===== config.mk =====
export PLATFORM = sky130hd
export DESIGN_NAME = pump_runtime_limiter_core
export DESIGN_NICKNAME = d
export VERILOG_FILES = /design/src/sv/prl_pkg.sv /design/src/sv/prl_step.sv /design/src/sv/pump_runtime_limiter_core.sv
export SDC_FILE = /design/constraint.sdc
export NUM_CORES = 1
export LEC_CHECK = 0
export BUFFER_PORTS_ARGS = -buffer_cell sky130_fd_sc_hd__buf_2
export CAP_MARGIN = 20
export CELL_PAD_IN_SITES_DETAIL_PLACEMENT = 1
export CELL_PAD_IN_SITES_GLOBAL_PLACEMENT = 1
export CORE_MARGIN = 8
export CORE_UTILIZATION = 44
export CTS_CLUSTER_DIAMETER = 120
export DETAILED_ROUTE_END_ITERATION = 10
export PLACE_DENSITY_LB_ADDON = 0.1
export REMOVE_ABC_BUFFERS = 1
export SKIP_CTS_REPAIR_TIMING = 1
export SLEW_MARGIN = 25
export SYNTH_ARGS = -nofsm -noshare
export SYNTH_HDL_FRONTEND = slang
export SYNTH_SLANG_ARGS = --single-unit

===== constraint.sdc =====
create_clock -name clk -period 6.2 [get_ports clk]
set_clock_uncertainty 0.2 [all_clocks]
set_input_delay 0.93 -clock clk [delete_from_list [all_inputs] [get_ports clk]]
set_output_delay 0.93 -clock clk [all_outputs]
set_load 0.05 [all_outputs]

===== src/sv/prl_pkg.sv =====
// types, codes and reset constants of the pump runtime limiter
package prl_pkg;

	localparam int OP_W   = 2;
	localparam int TIME_W = 32;
	localparam int EV_W   = 3;
	localparam int CIDX_W = 2;

	localparam logic [TIME_W-1:0] MAX_RUN_RST    = TIME_W'(60000);
	localparam logic [TIME_W-1:0] MAX_DAY_RST    = TIME_W'(600000);
	localparam logic [TIME_W-1:0] DAY_LENGTH_RST = TIME_W'(24 * 60 * 60 * 1000);

	typedef enum logic [OP_W-1:0] {
		OP_CHECK = 2'd0,
		OP_START = 2'd1,
		OP_STOP  = 2'd2
	} op_t;

	typedef enum logic [EV_W-1:0] {
		EV_NONE       = 3'd0,
		EV_STARTED    = 3'd1,
		EV_REFUSED    = 3'd2,
		EV_STOP_REQ   = 3'd3,
		EV_STOP_LIMIT = 3'd4
	} event_t;

	typedef enum logic [CIDX_W-1:0] {
		CFG_MAX_RUN    = 2'd0,
		CFG_MAX_DAY    = 2'd1,
		CFG_DAY_LENGTH = 2'd2
	} cfg_idx_t;

	typedef struct packed {
		logic [TIME_W-1:0] max_run_ms;
		logic [TIME_W-1:0] max_day_ms;
		logic [TIME_W-1:0] day_length_ms;
	} cfg_t;

	typedef struct packed {
		logic              pump_running;
		logic [TIME_W-1:0] run_start_time;
		logic              run_start_valid;
		logic [TIME_W-1:0] day_total;
		logic [TIME_W-1:0] day_window_start;
	} pstate_t;

endpackage


===== src/sv/prl_step.sv =====
// next-state and event logic for one transaction
module prl_step (
	input  logic [prl_pkg::OP_W-1:0]   op,
	input  logic [prl_pkg::TIME_W-1:0] now,
	input  prl_pkg::cfg_t              cfg,
	input  prl_pkg::pstate_t           cur,
	output prl_pkg::pstate_t           nxt,
	output prl_pkg::event_t            ev
);
	import prl_pkg::*;

	logic [TIME_W-1:0] run_base;
	logic [TIME_W-1:0] run_len;
	logic [TIME_W:0]   sum;
	logic [TIME_W-1:0] charged;
	logic [TIME_W-1:0] win_len;
	logic              day_over;
	pstate_t           tmp;

	assign run_base = cur.run_start_valid ? cur.run_start_time : now;
	assign run_len  = now - run_base;
	assign sum      = {1'b0, cur.day_total} + {1'b0, run_len};
	assign charged  = sum[TIME_W] ? '1 : sum[TIME_W-1:0];
	assign win_len  = now - cur.day_window_start;
	assign day_over = win_len > cfg.day_length_ms;

	always_comb begin
		tmp = cur;
		ev  = EV_NONE;
		case (op_t'(op))
			OP_START: begin
				if (cur.day_total >= cfg.max_day_ms) begin
					tmp.pump_running = 1'b0;
					ev = EV_REFUSED;
				end else begin
					tmp.run_start_time  = now;
					tmp.run_start_valid = 1'b1;
					tmp.pump_running    = 1'b1;
					ev = EV_STARTED;
				end
			end
			OP_STOP: begin
				if (cur.pump_running && cur.run_start_valid) begin
					tmp.day_total = charged;
				end
				tmp.run_start_valid = 1'b0;
				tmp.pump_running    = 1'b0;
				ev = EV_STOP_REQ;
			end
			OP_CHECK: begin
				if (cur.pump_running) begin
					tmp.run_start_time  = run_base;
					tmp.run_start_valid = 1'b1;
					if (run_len > cfg.max_run_ms) begin
						tmp.day_total       = charged;
						tmp.run_start_valid = 1'b0;
						tmp.pump_running    = 1'b0;
						ev = EV_STOP_LIMIT;
					end
				end
				if (day_over) begin
					tmp.day_window_start = now;
					tmp.day_total        = '0;
				end
			end
			default: begin
				tmp = cur;
			end
		endcase
		nxt = tmp;
	end

endmodule


===== src/sv/pump_runtime_limiter_core.sv =====
// top level of the pump runtime limiter
// an accepted transaction passes the input stage, then prl_step and the result stage
// throughput: one per cycle unless stalled, set by the single state-update stage
// a full input stage and a waiting result stall input only when out_ready is low
// reset: arst_n clears control and run state and loads the default limits
module pump_runtime_limiter_core (
	input  logic                          clk,
	input  logic                          arst_n,
	input  logic                          in_valid,
	output logic                          in_ready,
	input  logic [prl_pkg::OP_W-1:0]      operation,
	input  logic [prl_pkg::TIME_W-1:0]    now_ms,
	output logic                          out_valid,
	input  logic                          out_ready,
	output logic                          pump_drive,
	output logic [prl_pkg::EV_W-1:0]      event_code,
	output logic [prl_pkg::TIME_W-1:0]    used_today_ms,
	input  logic                          cfg_we,
	input  logic [prl_pkg::CIDX_W-1:0]    cfg_index,
	input  logic [prl_pkg::TIME_W-1:0]    cfg_data
);
	import prl_pkg::*;

	cfg_t              cfg_q;
	pstate_t           pst_q;
	pstate_t           pst_nxt;
	event_t            ev_nxt;
	logic              valid_s1;
	logic [OP_W-1:0]   op_s1;
	logic [TIME_W-1:0] now_s1;
	logic              out_valid_q;
	logic              pump_drive_q;
	logic [EV_W-1:0]   event_code_q;
	logic [TIME_W-1:0] used_today_q;
	logic              advance;

	assign advance  = valid_s1 && (!out_valid_q || out_ready);
	assign in_ready = !valid_s1 || advance;

	always_ff @(posedge clk or negedge arst_n) begin
		if (!arst_n) begin
			cfg_q.max_run_ms    <= MAX_RUN_RST;
			cfg_q.max_day_ms    <= MAX_DAY_RST;
			cfg_q.day_length_ms <= DAY_LENGTH_RST;
		end else if (cfg_we) begin
			case (cfg_idx_t'(cfg_index))
				CFG_MAX_RUN:    cfg_q.max_run_ms    <= cfg_data;
				CFG_MAX_DAY:    cfg_q.max_day_ms    <= cfg_data;
				CFG_DAY_LENGTH: cfg_q.day_length_ms <= cfg_data;
				default: begin
					cfg_q <= cfg_q;
				end
			endcase
		end
	end

	// input stage
	always_ff @(posedge clk or negedge arst_n) begin
		if (!arst_n) begin
			valid_s1 <= 1'b0;
		end else if (in_ready) begin
			valid_s1 <= in_valid;
		end
	end

	always_ff @(posedge clk) begin
		if (in_valid && in_ready) begin
			op_s1  <= operation;
			now_s1 <= now_ms;
		end
	end

	prl_step u_step (
		.op  (op_s1),
		.now (now_s1),
		.cfg (cfg_q),
		.cur (pst_q),
		.nxt (pst_nxt),
		.ev  (ev_nxt)
	);

	always_ff @(posedge clk or negedge arst_n) begin
		if (!arst_n) begin
			pst_q <= '0;
		end else if (advance) begin
			pst_q <= pst_nxt;
		end
	end

	// result stage
	always_ff @(posedge clk or negedge arst_n) begin
		if (!arst_n) begin
			out_valid_q <= 1'b0;
		end else if (advance) begin
			out_valid_q <= 1'b1;
		end else if (out_ready) begin
			out_valid_q <= 1'b0;
		end
	end

	always_ff @(posedge clk) begin
		if (advance) begin
			pump_drive_q <= pst_nxt.pump_running;
			event_code_q <= ev_nxt;
			used_today_q <= pst_nxt.day_total;
		end
	end

	assign out_valid     = out_valid_q;
	assign pump_drive    = pump_drive_q;
	assign event_code    = event_code_q;
	assign used_today_ms = used_today_q;

endmodule


Word level (Yosys, flattened, before mapping) --
Index checks and enable logic that the tools add are counted.
Storage, ports and cells: register bits 266, input port bits 73
Operators by class: add/subtract/negate cells 3, mux-type cells 19, magnitude comparators 3, equality and inequality tests 6, reduce and logical (&&, ||, !) cells 18
Operators with widths (count):
- $pmux W32 S2 | 2
- $mux W32 | 3
- $mux W33 | 2
- $mux W66 | 1
- $gt A32 B32 Y1 | 2
- $mux W64 | 1
- $sub A32 B32 Y32 | 2
- $add A32 B32 Y33 | 1
- $ge A32 B32 Y1 | 1
- $pmux W3 S3 | 1
- $reduce_and A4 Y1 | 2
- $mux W3 | 2
- $pmux W1 S3 | 2
- $reduce_and A2 Y1 | 3
- $eq A2 B1 Y1 const B | 2
- $eq A2 B2 Y1 const B | 2
- $logic_not A2 Y1 | 2
- $mux W1 | 4
- $ne A2 B2 Y1 const B | 2
- $reduce_bool A2 Y1 | 2
- $logic_and A1 B1 Y1 | 3
- $reduce_and A3 Y1 | 1
- $reduce_bool A3 Y1 | 1
- $logic_not A1 Y1 | 2
- other kinds (2) | 3

Depth between registers and ports, before layout --
depth in word-level cells 8, gate-level depth with buffers 27, depth with buffers taken out 24

By module --
A second synthesis with hierarchy kept.
Second synthesis, totals: cells, all modules 1939, area total of the unflattened synthesis 19095.8 um2
By module, submodules not included:
- prl_step | times used 1, cells each 1450, area an instance 9665.5 um2
- pump_runtime_limiter_core | times used 1, cells each 489, area an instance 9430.3 um2

Least setup slack after synthesis --
No wires, ideal clock.
path kind register -> register, start register pst_q[64] (netlist bit), end register used_today_q[31], in the netlist used_today_ms[31] (data pin), required time 5.734 ns, stages on the path, launching flop included 27, setup time 0.266 ns, clock period less this slack 6.046 ns, arrival 5.580 ns, slack 0.154 ns, cells stage by stage dfrtp_1 > clkbuf_1 > clkbuf_1 > nand2_1 > o21ai_0 > ha_1 > inv_1 > fa_1 > a21o_1 > a311oi_1 > or3b_1 > a2111oi_2 > o41ai_2 > a31oi_1 > a21o_1 > a21oi_1 > xnor2_1 > ha_1 > nand4_1 > nor4_1 > nand3_1 > and3_1 > o221ai_1 > nand2_1 > clkbuf_1 > a22oi_1 > o21ai_0
RTL lines:
- start: declaration | line pump_runtime_limiter_core.sv:25 | pstate_t pst_q;
- start signal: assignment | line pump_runtime_limiter_core.sv:86 | pst_q <= pst_nxt;
- end signal: assignment | line pump_runtime_limiter_core.sv:105 | used_today_q <= pst_nxt.day_total;
- end: declaration | line pump_runtime_limiter_core.sv:34 | logic [TIME_W-1:0] used_today_q;

==> impl_results.md <==
- Grt ovf: 0
- Synthesized area per cell: 9.896 um2
- CP Class: flop to flop
- Synth Register Bits: 266
- Slew HR: 44.00%
- Crit path launch: pst_q[64]$_DFFE_PN0P_
- Reg-to-reg startpoint: pst_q[64]$_DFFE_PN0P_
- Final WL: 48.96 mm
- Initial core utilization: 44.44%
- Buffers on Ports: 110
- FP Rows: 73
- RSZ-0062 raised after global routing: yes
- Top Ports: 111
- Asr flop ratio synth: 73.68%
- Number of global-route vias before repair: 14.61k
- CP Data Arrival Time: 6.01 ns
- Seq/Total Area, Yosys: 40.04%
- Synth-to-Final Area Change: 15.09%
- H-tree level count: 2
- Clock tree sinks: 266
- Pre-Repair DR Iteration Count: 6
- Cell area after synthesis: 17580 um2
- RePlAce Congestion: 0.8309
- DR vias: 13.62k
- Setup TNS: 0 ns
- Clock Path Buffers: 3
- Fillers: 4480
- Worst setup EP type: flop
- Leading cell type in the layout, fill and taps excluded: ha_1
- Largest net degree at the start of global routing: 100
- Period minus WS final: 5.922 ns
- Hold Fails Final Rpt: 0
- Final net count: 2188
- FMAX: 168.9 MHz
- Ys Warns: 0
- Remaining DRCs: 0
- Slowest CP cell: a21oi_1
- CP Max Fanout: 25
- Status: complete, no violations
- Global-route wire length before repair: 79.12 mm
- Routed len/inst: 19.85 um
- DP Wirelength: 38.13 mm
- Most frequent cells in the layout: ha_1, nand2_1, dfrtp_1, inv_1, o21ai_0
- Worst endpoint required time: 6.28 ns
- Die Span X: 215.9 um
- CTS tree: yes
- Maxcap violations: 0
- Worst Tran Pin Value: 0.8401 ns
- Initial antenna violation count: 1
- Post-placement cell area: 18980 um2
- Slew Viols, Final: 0
- Crit start category: flop
- Final setup fails: 0
- Slowest stage delay, CP: 0.51 ns
- Die height: 215.9 um
- Post-DRT Antenna Nets: 0
- # diodes: 0
- Later-pin clock latency in the skew report: 0.54 ns
- Prevailing post-synth register cell: dfrtp_1
- Number of synthesized flops with an enable pin: 70
- Post-Syn Instances: 1776
- CTS root buf: clkbuf_16
- Tcrit/Tclk final: 95.51%
- Unique masters post-synth: 89
- Core area: 39550 um2
- CTS clk-pin slew, worst paths: 0.06 ns
- TritonCTS Buffers: 34
- Gr usage total: 21.04%
- Worst hold-check path type: input pin to async pin
- Share of cells above drive strength 1: 19.77%
- Design Area, Final: 20230 um2
- DIE AREA: 46600 um2
- Detailed Route Iter0 Violations: 602
- Critical path, cell by cell: buf_4, mux2i_1, ha_1, a21oi_1, o211ai_1, a21oi_1, a21oi_1, nor3_2, o21ai_0, a21o_1, a21oi_1, xnor2_1, ha_1, nand4_1, nor4_2, buf_4, nand3_1, a21oi_1, buf_4, nor3_2, a21o_2, buf_12, a22o_1
- Most used cell, CP: a21oi_1
- Vias/cell: 5.521
==> path summary, 6_finish.rpt <==
kind / endpoint / slack [ns] / depth (start not counted)
worst max-delay path: used_today_ms[26]$_DFFE_PP_ / 0.28 / 23
worst min-delay path: pst_q[3]$_DFFE_PN0P_ / 0.28 / 1
worst max register to register: used_today_ms[26]$_DFFE_PP_ / 0.28 / 23
worst min register to register: cfg_q[47]$_DFFE_PN0P_ / 0.30 / 1
max in group asynchronous: pst_q[59]$_DFFE_PN0P_ / 4.23 / 2
min in group clk: cfg_q[47]$_DFFE_PN0P_ / 0.30 / 1
==> state kept, by name (all words and copies together) (netlist names) <==
| name | count |
|---|---|
| pst_q | 98 |
| cfg_q | 96 |
| now_s1 | 32 |
| used_today_ms | 32 |
| event_code | 3 |
| op_s1 | 2 |
| out_valid | 1 |
| pump_drive | 1 |
| valid_s1 | 1 |
==> critical path, delay by kind of cell, from the launching register on <==
family / cells / cell delay, ns
buffers and inverters: 4 / 0.75
and+or+nand+nor: 5 / 0.78
adders and majority gates: 2 / 0.62
DFF: 1 / 0.39
xor gates and xnor gates: 1 / 0.15
muxes: 1 / 0.22
AOI/OAI and AO/OA: 10 / 2.51
==> cell usage after synthesis (all sizes together), types with 5 or more instances <==
cell     number  area share [%]
edfxtp       70              12
o21bai       15            0.64
o211ai       18            0.83
nand2       196             4.2
nand3        30            0.85
xor2         25             1.2
a31oi        12            0.51
and3         12            0.46
mux2         99             6.3
o21a          8            0.35
xnor2        56             2.8
nor2         66             1.4
nor2b        15            0.53
a211oi       10            0.50
buf          14            0.46
nand4        26            0.93
o2bb2ai       5            0.25
dfrtp       172              24
and2          7            0.25
a22o         16            0.80
dfstp        24             3.6
mux2i        34             1.9
o21ai       154             4.6
nor3         24            0.75
inv         160             3.4
a211o         5            0.25
a22oi         9            0.38
a31o          6            0.30
a21o         53             2.3
a21oi       119             3.4
nand2b       15            0.53
ha          196              14
clkbuf       37            0.80
==> layout make-up <==
class	count	area (um2)	share of cell area (%)
inverters	161	604.3	2.988
repair buffers	155	979.7	4.843
multi-input cells	1298	9836	48.62
flip-flops and latches	266	7038	34.79
well taps	525	656.9	3.247
clock buffers	52	1033	5.109
clock inverters	10	80.08	0.3959
==> cells by family after synthesis <==
kind of cell / share of synthesized area [%]
buffers and inverters: 4.691
adder cells (fa/ha/maj): 14.29
XOR/XNOR: 4.036
multiplexers: 8.279
flip-flops: 40.04
AO/OA/AOI/OAI: 17.85
AND/OR/NAND/NOR: 10.81
==> per-stage QoR <==
step	utilization, %	setup WS [ns]	hold slack, ns	std cells
5_1_grt	51.15	-0.04972	0.3157	2467
6_report	51.15	0.2781	0.2839	2467
3_3_place_gp	47.93	-0.02273	0.2874	2402
4_1_cts	50.81	-0.2689	0.3066	2465
3_5_place_dp	48.00	-0.2231	0.2936	2403
2_1_floorplan	-	-0.1320	0.2772	1725
==> layer usage <==
layer / track usage, % / share of wire, % / vias up
met5: 0 / 0 / -
met4: 6.423 / 2.8 / 0
met3: 3.385 / 3.4 / 76
met2: 33.73 / 45 / 220
met1: 28.88 / 49 / 6693
li1: - / - / 6632
Power is left out: the tool's default activity adds up to more than one toggle a clock period on the data nets, which glitch-free logic cannot reach.
